## src/rtl/rkg_pkg.sv

```systemverilog
package rkg_pkg;

    localparam int BANDS = 58;
    localparam int KEYS = 6;
    localparam int NREGS = 6;

    localparam int BAND_W = 6;
    localparam int KEY_W = 3;
    localparam int REG_W = 3;
    localparam int COLOUR_W = 12;
    localparam int CHAN_W = 4;
    localparam int DELTA_W = 5;
    localparam int LEN_W = 6;
    localparam int LAG_W = 12;

    typedef logic [COLOUR_W-1:0] colour_t;
    typedef logic [NREGS-1:0][COLOUR_W-1:0] key_bank_t;
    // element 0 is red, 1 green, 2 blue
    typedef logic [2:0][CHAN_W-1:0] chans_t;
    typedef logic [2:0][DELTA_W-1:0] deltas_t;

    localparam key_bank_t KEY_RESET = {
        12'hFFB, 12'hF84, 12'hB5A, 12'h54C, 12'h138, 12'h000
    };

    // walker position seen by the segment finder
    typedef struct packed {
        chans_t           chans;
        logic [KEY_W-1:0] target;
    } pos_t;

    // next non-empty segment, from the segment finder
    typedef struct packed {
        logic             scan;
        logic             found;
        logic [KEY_W-1:0] target;
        deltas_t          deltas;
        logic [LEN_W-1:0] len;
    } seg_t;

    typedef struct packed {
        colour_t           colour;
        logic [BAND_W-1:0] index;
        logic              last;
    } band_t;

    function automatic chans_t colour_to_chans(input colour_t colour);
        chans_t ch;
        ch[0] = colour[11:8];
        ch[1] = colour[7:4];
        ch[2] = colour[3:0];
        return ch;
    endfunction

    function automatic colour_t chans_to_colour(input chans_t ch);
        return {ch[0], ch[1], ch[2]};
    endfunction

    // keys past the register bank read the last register
    function automatic logic [REG_W-1:0] key_at(input logic [KEY_W-1:0] k);
        logic [REG_W-1:0] idx;
        if (4'(k) < 4'(NREGS))
            idx = REG_W'(k);
        else
            idx = REG_W'(NREGS - 1);
        return idx;
    endfunction

    function automatic logic [CHAN_W-1:0] delta_mag(input logic [DELTA_W-1:0] d);
        logic [DELTA_W-1:0] m;
        m = d[DELTA_W-1] ? (~d + DELTA_W'(1)) : d;
        return m[CHAN_W-1:0];
    endfunction

endpackage

```

## src/rtl/rkg_ifs.sv

```systemverilog
interface rkg_req_if;
    logic valid;
    logic ready;
    logic restart;

    modport source (output valid, output restart, input ready);
    modport sink (input valid, input restart, output ready);
endinterface

interface rkg_band_if;
    logic                          valid;
    logic                          ready;
    logic [rkg_pkg::COLOUR_W-1:0]  band_colour;
    logic [rkg_pkg::BAND_W-1:0]    band_index;
    logic                          last_band;

    modport source (output valid, output band_colour, output band_index,
                    output last_band, input ready);
    modport sink (input valid, input band_colour, input band_index,
                  input last_band, output ready);
endinterface

interface rkg_cfg_if;
    logic                          valid;
    logic                          ready;
    logic [rkg_pkg::REG_W-1:0]     index;
    logic [rkg_pkg::COLOUR_W-1:0]  data;

    modport source (output valid, output index, output data, input ready);
    modport sink (input valid, input index, input data, output ready);
endinterface

```

## src/rtl/rkg_keys.sv

```systemverilog
module rkg_keys (
    input  logic               clk,
    input  logic               rst_n,
    rkg_cfg_if.sink            cfg,
    output rkg_pkg::key_bank_t keys
);

    rkg_pkg::key_bank_t keys_reg;

    assign cfg.ready = 1'b1;
    assign keys = keys_reg;

    always_ff @(posedge clk or negedge rst_n)
    begin
        if (!rst_n)
        begin
            keys_reg <= rkg_pkg::KEY_RESET;
        end
        else if (cfg.valid && (4'(cfg.index) < 4'(rkg_pkg::NREGS)))
        begin
            keys_reg[cfg.index] <= cfg.data;
        end
    end

endmodule

```

## src/rtl/rkg_seg_find.sv

```systemverilog
module rkg_seg_find (
    input  rkg_pkg::key_bank_t keys,
    input  rkg_pkg::pos_t      pos,
    output rkg_pkg::seg_t      seg
);

    rkg_pkg::colour_t             cur_colour;
    rkg_pkg::colour_t             sel_key;
    rkg_pkg::chans_t              sel_chans;
    logic [rkg_pkg::KEY_W-1:0]    sel_idx;
    logic                         found;
    logic [rkg_pkg::LEN_W-1:0]    len;
    rkg_pkg::deltas_t             deltas;

    assign cur_colour = rkg_pkg::chans_to_colour(pos.chans);

    // first key after the target that differs from the current colour;
    // equal keys are empty segments and get skipped
    always_comb
    begin
        found = 1'b0;
        sel_idx = '0;
        for (int k = rkg_pkg::KEYS - 1; k >= 0; k--)
        begin
            if ((rkg_pkg::KEY_W'(k) > pos.target)
                && (keys[rkg_pkg::key_at(rkg_pkg::KEY_W'(k))] != cur_colour))
            begin
                found = 1'b1;
                sel_idx = rkg_pkg::KEY_W'(k);
            end
        end
    end

    assign sel_key = keys[rkg_pkg::key_at(sel_idx)];
    assign sel_chans = rkg_pkg::colour_to_chans(sel_key);

    always_comb
    begin
        len = '0;
        for (int c = 0; c < 3; c++)
        begin
            deltas[c] = {1'b0, sel_chans[c]} - {1'b0, pos.chans[c]};
            len = len + rkg_pkg::LEN_W'(rkg_pkg::delta_mag(deltas[c]));
        end
    end

    always_comb
    begin
        seg.scan = ((4'(pos.target) + 4'd1) < 4'(rkg_pkg::KEYS));
        seg.found = found;
        seg.target = sel_idx;
        seg.deltas = deltas;
        seg.len = len;
    end

endmodule

```

## src/rtl/rkg_core.sv

```systemverilog
module rkg_core (
    input  logic               clk,
    input  logic               rst_n,
    input  logic               step,
    input  logic               restart,
    input  rkg_pkg::key_bank_t keys,
    input  rkg_pkg::seg_t      seg,
    output rkg_pkg::pos_t      pos,
    output rkg_pkg::band_t     result
);

    localparam int T_W = rkg_pkg::LEN_W + 1;

    rkg_pkg::chans_t                chans_reg, chans_next;
    rkg_pkg::deltas_t               deltas_reg, deltas_next;
    rkg_pkg::chans_t                moved_reg, moved_next;
    logic [rkg_pkg::LEN_W-1:0]      len_reg, len_next;
    logic [rkg_pkg::LEN_W-1:0]      step_reg, step_next;
    logic [rkg_pkg::KEY_W-1:0]      target_reg, target_next;
    logic [rkg_pkg::BAND_W-1:0]     band_cnt_reg, band_cnt_next;

    logic [rkg_pkg::BAND_W-1:0]     band;
    logic                           last;
    logic                           do_walk;
    rkg_pkg::deltas_t               w_deltas;
    rkg_pkg::chans_t                w_moved;
    logic [rkg_pkg::LEN_W-1:0]      w_len;
    logic [rkg_pkg::LEN_W-1:0]      w_step;
    logic [T_W-1:0]                 t;
    logic [rkg_pkg::CHAN_W-1:0]     mag [3];
    logic signed [rkg_pkg::LAG_W-1:0] lag [3];
    logic signed [rkg_pkg::LAG_W-1:0] best_lag;
    logic                           have_best;
    logic [1:0]                     best;

    assign pos.chans = chans_reg;
    assign pos.target = target_reg;

    // lag of each channel on the working segment
    always_comb
    begin
        t = T_W'(w_step) + T_W'(1);
        for (int c = 0; c < 3; c++)
        begin
            mag[c] = rkg_pkg::delta_mag(w_deltas[c]);
            lag[c] = $signed(rkg_pkg::LAG_W'(mag[c]) * rkg_pkg::LAG_W'(t))
                   - $signed(rkg_pkg::LAG_W'(w_moved[c]) * rkg_pkg::LAG_W'(w_len));
        end
        have_best = 1'b0;
        best_lag = '0;
        best = 2'd0;
        for (int c = 0; c < 3; c++)
        begin
            if ((w_moved[c] != mag[c]) && (!have_best || (lag[c] > best_lag)))
            begin
                have_best = 1'b1;
                best_lag = lag[c];
                best = 2'(c);
            end
        end
    end

    always_comb
    begin
        chans_next = chans_reg;
        deltas_next = deltas_reg;
        moved_next = moved_reg;
        len_next = len_reg;
        step_next = step_reg;
        target_next = target_reg;
        do_walk = 1'b0;
        w_deltas = deltas_reg;
        w_moved = moved_reg;
        w_len = len_reg;
        w_step = step_reg;

        band = restart ? '0 : band_cnt_reg;
        last = (band >= rkg_pkg::BAND_W'(rkg_pkg::BANDS - 1));
        band_cnt_next = last ? '0 : band + rkg_pkg::BAND_W'(1);

        if (band == '0)
        begin
            chans_next = rkg_pkg::colour_to_chans(keys[0]);
            deltas_next = '0;
            moved_next = '0;
            len_next = '0;
            step_next = '0;
            target_next = '0;
        end
        else if (step_reg < len_reg)
        begin
            do_walk = 1'b1;
        end
        else if (seg.scan)
        begin
            if (seg.found)
            begin
                target_next = seg.target;
                w_deltas = seg.deltas;
                w_moved = '0;
                w_len = seg.len;
                w_step = '0;
                do_walk = 1'b1;
            end
            else
            begin
                // every remaining key equals the current colour
                target_next = rkg_pkg::KEY_W'(rkg_pkg::KEYS - 1);
                deltas_next = '0;
                moved_next = '0;
                len_next = '0;
                step_next = '0;
            end
        end

        if (do_walk)
        begin
            deltas_next = w_deltas;
            len_next = w_len;
            moved_next = w_moved;
            moved_next[best] = w_moved[best] + rkg_pkg::CHAN_W'(1);
            if (!w_deltas[best][rkg_pkg::DELTA_W-1] && (w_deltas[best] != '0))
                chans_next[best] = chans_reg[best] + rkg_pkg::CHAN_W'(1);
            else
                chans_next[best] = chans_reg[best] - rkg_pkg::CHAN_W'(1);
            step_next = w_step + rkg_pkg::LEN_W'(1);
        end

        result.colour = rkg_pkg::chans_to_colour(chans_next);
        result.index = band;
        result.last = last;
    end

    always_ff @(posedge clk or negedge rst_n)
    begin
        if (!rst_n)
        begin
            chans_reg <= rkg_pkg::colour_to_chans(rkg_pkg::KEY_RESET[0]);
            deltas_reg <= '0;
            moved_reg <= '0;
            len_reg <= '0;
            step_reg <= '0;
            target_reg <= '0;
            band_cnt_reg <= '0;
        end
        else if (step)
        begin
            chans_reg <= chans_next;
            deltas_reg <= deltas_next;
            moved_reg <= moved_next;
            len_reg <= len_next;
            step_reg <= step_next;
            target_reg <= target_next;
            band_cnt_reg <= band_cnt_next;
        end
    end

`ifndef NO_ASSERTIONS
    a_step_in_segment: assert property (@(posedge clk) disable iff (!rst_n)
        step_reg <= len_reg)
        else $error("segment step ran past segment length");

    a_moved_sum: assert property (@(posedge clk) disable iff (!rst_n)
        (rkg_pkg::LEN_W'(moved_reg[0]) + rkg_pkg::LEN_W'(moved_reg[1])
         + rkg_pkg::LEN_W'(moved_reg[2])) == step_reg)
        else $error("moved counts out of step with segment step");

    a_target_range: assert property (@(posedge clk) disable iff (!rst_n)
        4'(target_reg) < 4'(rkg_pkg::KEYS))
        else $error("target key beyond key count");

    a_band_wraps: assert property (@(posedge clk) disable iff (!rst_n)
        (step && last) |=> (band_cnt_reg == '0))
        else $error("band counter did not wrap after last band");
`endif

endmodule

```

## src/rtl/rgb_key_gradient_walker.sv

```systemverilog
// Gradient walker: one 12-bit RGB band colour per request on the req channel.
// Channels:
//   req  (sink)   - restart bit; 1 forces this request to give band 0.
//   band (source) - band_colour, band_index, last_band for each request.
//   cfg  (sink)   - key colour writes, index 0..5; always ready, other
//                   indexes are accepted and dropped.
// Band 0 is key 0; each later band steps one channel toward the next key that
// differs, if any. After band 57 (flagged last_band) the walk wraps to band 0.
// Latency: a result is valid the cycle after its request transfer.
// Throughput: one band per cycle. All segment search and channel selection
// sits between the walker state and the result register, so a request can
// be taken every cycle while band.ready is high.
// Stall: req.ready follows band.ready whenever a result is held; the held
// result stays put until its transfer.
// Reset: keys return to their default values, the walk is cleared and the
// next request gives band 0. No result is pending after reset.
module rgb_key_gradient_walker (
    input  logic       clk,
    input  logic       rst_n,
    rkg_req_if.sink    req,
    rkg_band_if.source band,
    rkg_cfg_if.sink    cfg
);

    rkg_pkg::key_bank_t keys;
    rkg_pkg::seg_t      seg;
    rkg_pkg::pos_t      pos;
    rkg_pkg::band_t     result;
    rkg_pkg::band_t     result_reg;
    logic               out_valid_reg;
    logic               accept;

    assign req.ready = !out_valid_reg || band.ready;
    assign accept = req.valid && req.ready;

    rkg_keys u_keys (
        .clk   (clk),
        .rst_n (rst_n),
        .cfg   (cfg),
        .keys  (keys)
    );

    rkg_seg_find u_seg_find (
        .keys (keys),
        .pos  (pos),
        .seg  (seg)
    );

    rkg_core u_core (
        .clk     (clk),
        .rst_n   (rst_n),
        .step    (accept),
        .restart (req.restart),
        .keys    (keys),
        .seg     (seg),
        .pos     (pos),
        .result  (result)
    );

    always_ff @(posedge clk or negedge rst_n)
    begin
        if (!rst_n)
        begin
            out_valid_reg <= 1'b0;
        end
        else if (accept)
        begin
            out_valid_reg <= 1'b1;
        end
        else if (band.ready)
        begin
            out_valid_reg <= 1'b0;
        end
    end

    always_ff @(posedge clk)
    begin
        if (accept)
        begin
            result_reg <= result;
        end
    end

    assign band.valid = out_valid_reg;
    assign band.band_colour = result_reg.colour;
    assign band.band_index = result_reg.index;
    assign band.last_band = result_reg.last;

`ifndef NO_ASSERTIONS
    a_result_follows: assert property (@(posedge clk) disable iff (!rst_n)
        accept |=> band.valid)
        else $error("request transfer gave no result");

    a_last_flag: assert property (@(posedge clk) disable iff (!rst_n)
        band.valid |-> (band.last_band
            == (band.band_index == rkg_pkg::BAND_W'(rkg_pkg::BANDS - 1))))
        else $error("last_band does not match band_index");

    a_idle_ready: assert property (@(posedge clk) disable iff (!rst_n)
        !band.valid |-> req.ready)
        else $error("not ready while no result is held");
`endif

endmodule
```

## src/flat_wrapper.sv

```systemverilog
// flat-port wrapper written by rule: the top's interface ports become plain ports
module rgb_key_gradient_walker_flat 
  (clk, rst_n, req_valid, req_restart, req_ready, band_valid, band_band_colour, band_band_index, band_last_band, band_ready, cfg_valid, cfg_index, cfg_data, cfg_ready);
  rkg_req_if req_i ();
  rkg_band_if band_i ();
  rkg_cfg_if cfg_i ();
  input  logic clk;
  input  logic rst_n;
  input wire logic [$bits(req_i.valid)-1:0] req_valid;
  input wire logic [$bits(req_i.restart)-1:0] req_restart;
  output wire logic [$bits(req_i.ready)-1:0] req_ready;
  output wire logic [$bits(band_i.valid)-1:0] band_valid;
  output wire logic [$bits(band_i.band_colour)-1:0] band_band_colour;
  output wire logic [$bits(band_i.band_index)-1:0] band_band_index;
  output wire logic [$bits(band_i.last_band)-1:0] band_last_band;
  input wire logic [$bits(band_i.ready)-1:0] band_ready;
  input wire logic [$bits(cfg_i.valid)-1:0] cfg_valid;
  input wire logic [$bits(cfg_i.index)-1:0] cfg_index;
  input wire logic [$bits(cfg_i.data)-1:0] cfg_data;
  output wire logic [$bits(cfg_i.ready)-1:0] cfg_ready;
  assign req_i.valid = req_valid;
  assign req_i.restart = req_restart;
  assign req_ready = req_i.ready;
  assign band_valid = band_i.valid;
  assign band_band_colour = band_i.band_colour;
  assign band_band_index = band_i.band_index;
  assign band_last_band = band_i.last_band;
  assign band_i.ready = band_ready;
  assign cfg_i.valid = cfg_valid;
  assign cfg_i.index = cfg_index;
  assign cfg_i.data = cfg_data;
  assign cfg_ready = cfg_i.ready;
  rgb_key_gradient_walker u_core (.clk(clk), .rst_n(rst_n), .req(req_i), .band(band_i), .cfg(cfg_i));
endmodule
```

## config.mk

```make
export PLATFORM = sky130hd
export DESIGN_NAME = rgb_key_gradient_walker_flat
export DESIGN_NICKNAME = d
export VERILOG_FILES = /design/src/rtl/rkg_pkg.sv /design/src/rtl/rkg_ifs.sv /design/src/rtl/rkg_keys.sv /design/src/rtl/rkg_seg_find.sv /design/src/rtl/rkg_core.sv /design/src/rtl/rgb_key_gradient_walker.sv /design/src/flat_wrapper.sv
export SDC_FILE = /design/constraint.sdc
export NUM_CORES = 1
export LEC_CHECK = 0
export ABC_AREA = 1
export BUFFER_PORTS_ARGS = -buffer_cell sky130_fd_sc_hd__buf_2
export CAP_MARGIN = 20
export CORE_UTILIZATION = 40
export CTS_BUF_LIST = sky130_fd_sc_hd__clkbuf_16
export DETAILED_ROUTE_END_ITERATION = 10
export MAX_ROUTING_LAYER = met4
export PLACE_DENSITY = 0.65
export REMOVE_ABC_BUFFERS = 1
export SKIP_CTS_REPAIR_TIMING = 1
export SYNTH_ARGS = -nofsm -noshare
export SYNTH_HDL_FRONTEND = slang
export SYNTH_HIERARCHICAL = 1
export SYNTH_SLANG_ARGS = --single-unit
```

## constraint.sdc

```tcl
create_clock -name clk -period 21.5 [get_ports clk]
set_input_delay 1.075 -clock clk [delete_from_list [all_inputs] [get_ports clk]]
set_output_delay 1.075 -clock clk [all_outputs]
set_load 0.01 [all_outputs]
```

==> metrics.yaml <==
drive_above_1_share: 0.0826
die-height_um: 205
wl_per_cell_um: 18.0
h-tree-depth: 4
fin_crit_ns: 13.99
rsz0062_at_grt: "no"
place.port_buffers: 41
remaining_drc_errors: 0
nets: 2559
cts_sinks: 152
wl_met1_mm: 21.4
drt-vias-per-instance: 5.24
synth_async_sr_flop_share: 0.875
cp_slowest_cell: "dfrtp_1"
top_layer_used: "met4"
synth_edf_count: 19
cp-start-kind: "register"
most-common-layout-cells: "nand2_1, inv_1, nand3_1"
stdcell_area_mm2: 0.0176
end_kind: "register"
cts.path.max_buffers: 2
placed_cells: 2812
max_cap_viol_count: 0
max-slew-margin-rel: 0.292
critPathMaxFanout: 44
diodes: 0
wl_met2_mm: 25.0
grt-ovfl-total: 0
fp.dieW_um: 205
netlist_instances: 2308
worst_pin_slew_ns: 1.06
yosysUniqueCellTypes: 55
first_pass_iters: 6
syn_avg_cell_area_um2: 7.16
hold_class: "reg2reg"
yosys_warnings: 6
io_pins: 43
first_global_vias: 14800
clk_transition_reported_paths_ns: 0.07
dp_hpwl_mm: 39.8
grt_usage: 0.258
largest_reg_flops: 72
cts_tree: "yes"
grt_max_degree: 72
cts-root-buf: "clkbuf_16"
core_mm2: 0.0408
area_growth_syn_to_layout_pct: 6.41
nFillCells: 4298
vias: 14900
multi_input_area_mm2: 0.0105
std_cell_rows: 74
final-max-slew-violation-count: 0
synth_area_mm2: 0.0165
wirelength_mm: 51.1
ys_ff_latch: 152
dieArea_mm2: 0.0421
crit_top_cell: "nor2_1"
seq_area_frac_synth: 0.238
start_util: 0.405
mostFrequentLayoutCell: "nand2_1"
wl_met3_mm: 2.88
drt-initial-drc-count: 1254
setup_viol: 0
synthFlopType: "dfrtp_1"
required_ns: 21.70
regArea_mm2: 0.00394
antenna_found_initial: 0
fin_setup_tns_ns: 0
arrival_ns: 14.19
hold_viol_final: 0
instances_no_fill: 2844
fmax_mhz: 71.5
place_area_mm2: 0.0170
utilization: 0.431
finClkSkew_ns: 0.0119
routabilityCongestion: 0.999
insertion_delay_ns: 0.44
outcome: "finished clean"
grt_pass1_wl_mm: 81.2
critPathKind: "reg2reg"
ant_nets: 0
slowest_delay_ns: 0.88
cts_buffers: 17
fin_crit_sh: 0.651
cell type report:
cell class,count,share of cell area
tap,532,0.0379
clock inverter,15,0.00989
inverter,425,0.0914
clock buffer,17,0.0242
sequential,152,0.224
timing repair buffer,49,0.0154
multi-input combinational,1654,0.597
per-stage QoR:
step / setup WS, ns / hold slack (ns)
finish: 7.51 / 0.478
detailed placement: 7.77 / 0.464
CTS: 7.65 / 0.475
global placement: 7.84 / 0.460
floorplan: 10.27 / 0.449
global route: 6.54 / 0.498
cell families after synthesis:
| logic type | Yosys count | synth area share |
|---|---|---|
| XOR/XNOR | 79 | 0.0419 |
| multiplexers | 6 | 0.00363 |
| AO/OA/AOI/OAI | 199 | 0.0706 |
| buffers and inverters | 502 | 0.127 |
| other | 1 | 0.000227 |
| flip-flops | 152 | 0.238 |
| adder cells (fa/ha/maj) | 239 | 0.231 |
| AND/OR/NAND/NOR | 1130 | 0.287 |
worst max-delay path, delay by kind of cell (launching register included):
family,cells,cell delay (ns)
AOI/OAI and AO/OA,11,1.80
DFF,1,0.88
buffers and inverters,12,2.23
and+or+nand+nor,36,5.53
xor gates and xnor gates,1,0.27
adders and majority gates,8,2.97
Yosys cell counts, types with 5 or more instances:
cell type	count	share of area
a21oi_1	54	0.016
buf_2	25	0.0076
buf_4	14	0.0064
buf_6	16	0.011
clkbuf_1	20	0.0045
dfrtp_1	100	0.15
dfstp_2	33	0.052
edfxtp_1	19	0.035
fa_1	110	0.13
ha_1	129	0.098
inv_1	395	0.090
inv_2	23	0.0052
mux2i_1	6	0.0036
nand2_1	709	0.16
nand2_2	11	0.0042
nand3_1	175	0.053
nand3_2	6	0.0036
nand3b_1	9	0.0041
nand4_1	14	0.0053
nor2_1	168	0.038
nor2_2	7	0.0027
nor2_4	6	0.0041
nor3_1	5	0.0015
o211ai_1	16	0.0073
o21ai_0	57	0.017
o21ai_1	10	0.0030
o22ai_1	33	0.012
or2_2	9	0.0034
xnor2_1	52	0.028
xor2_1	27	0.014
worst paths after layout:
path	endpoint	slack, ns	depth (start not counted)	start
worst max-delay path	u_core/band.band_colour[1]	7.51	68	u_core/u_core/pos[4]
worst max register to register	u_core/band.band_colour[1]	7.51	68	u_core/u_core/pos[4]
min in group asynchronous	u_core/u_keys/keys[62]	0.61	1	rst_n
max in group asynchronous	u_core/u_core/pos[8]	19.51	2	rst_n
worst min register to register	u_core/u_keys/keys[16]	0.48	2	u_core/u_keys/keys[16]
worst min-delay path	u_core/u_keys/keys[16]	0.48	2	u_core/u_keys/keys[16]
metal layers:
| layer | up-vias | global-route usage |
|---|---|---|
| met5 | - | - |
| met4 | 0 | 0.0918 |
| met3 | 92 | 0.0293 |
| met2 | 491 | 0.441 |
| met1 | 7197 | 0.315 |
| li1 | 7117 | - |
Power is left out: the tool's default activity adds up to more than one toggle a clock period on the data nets, which glitch-free logic cannot reach.
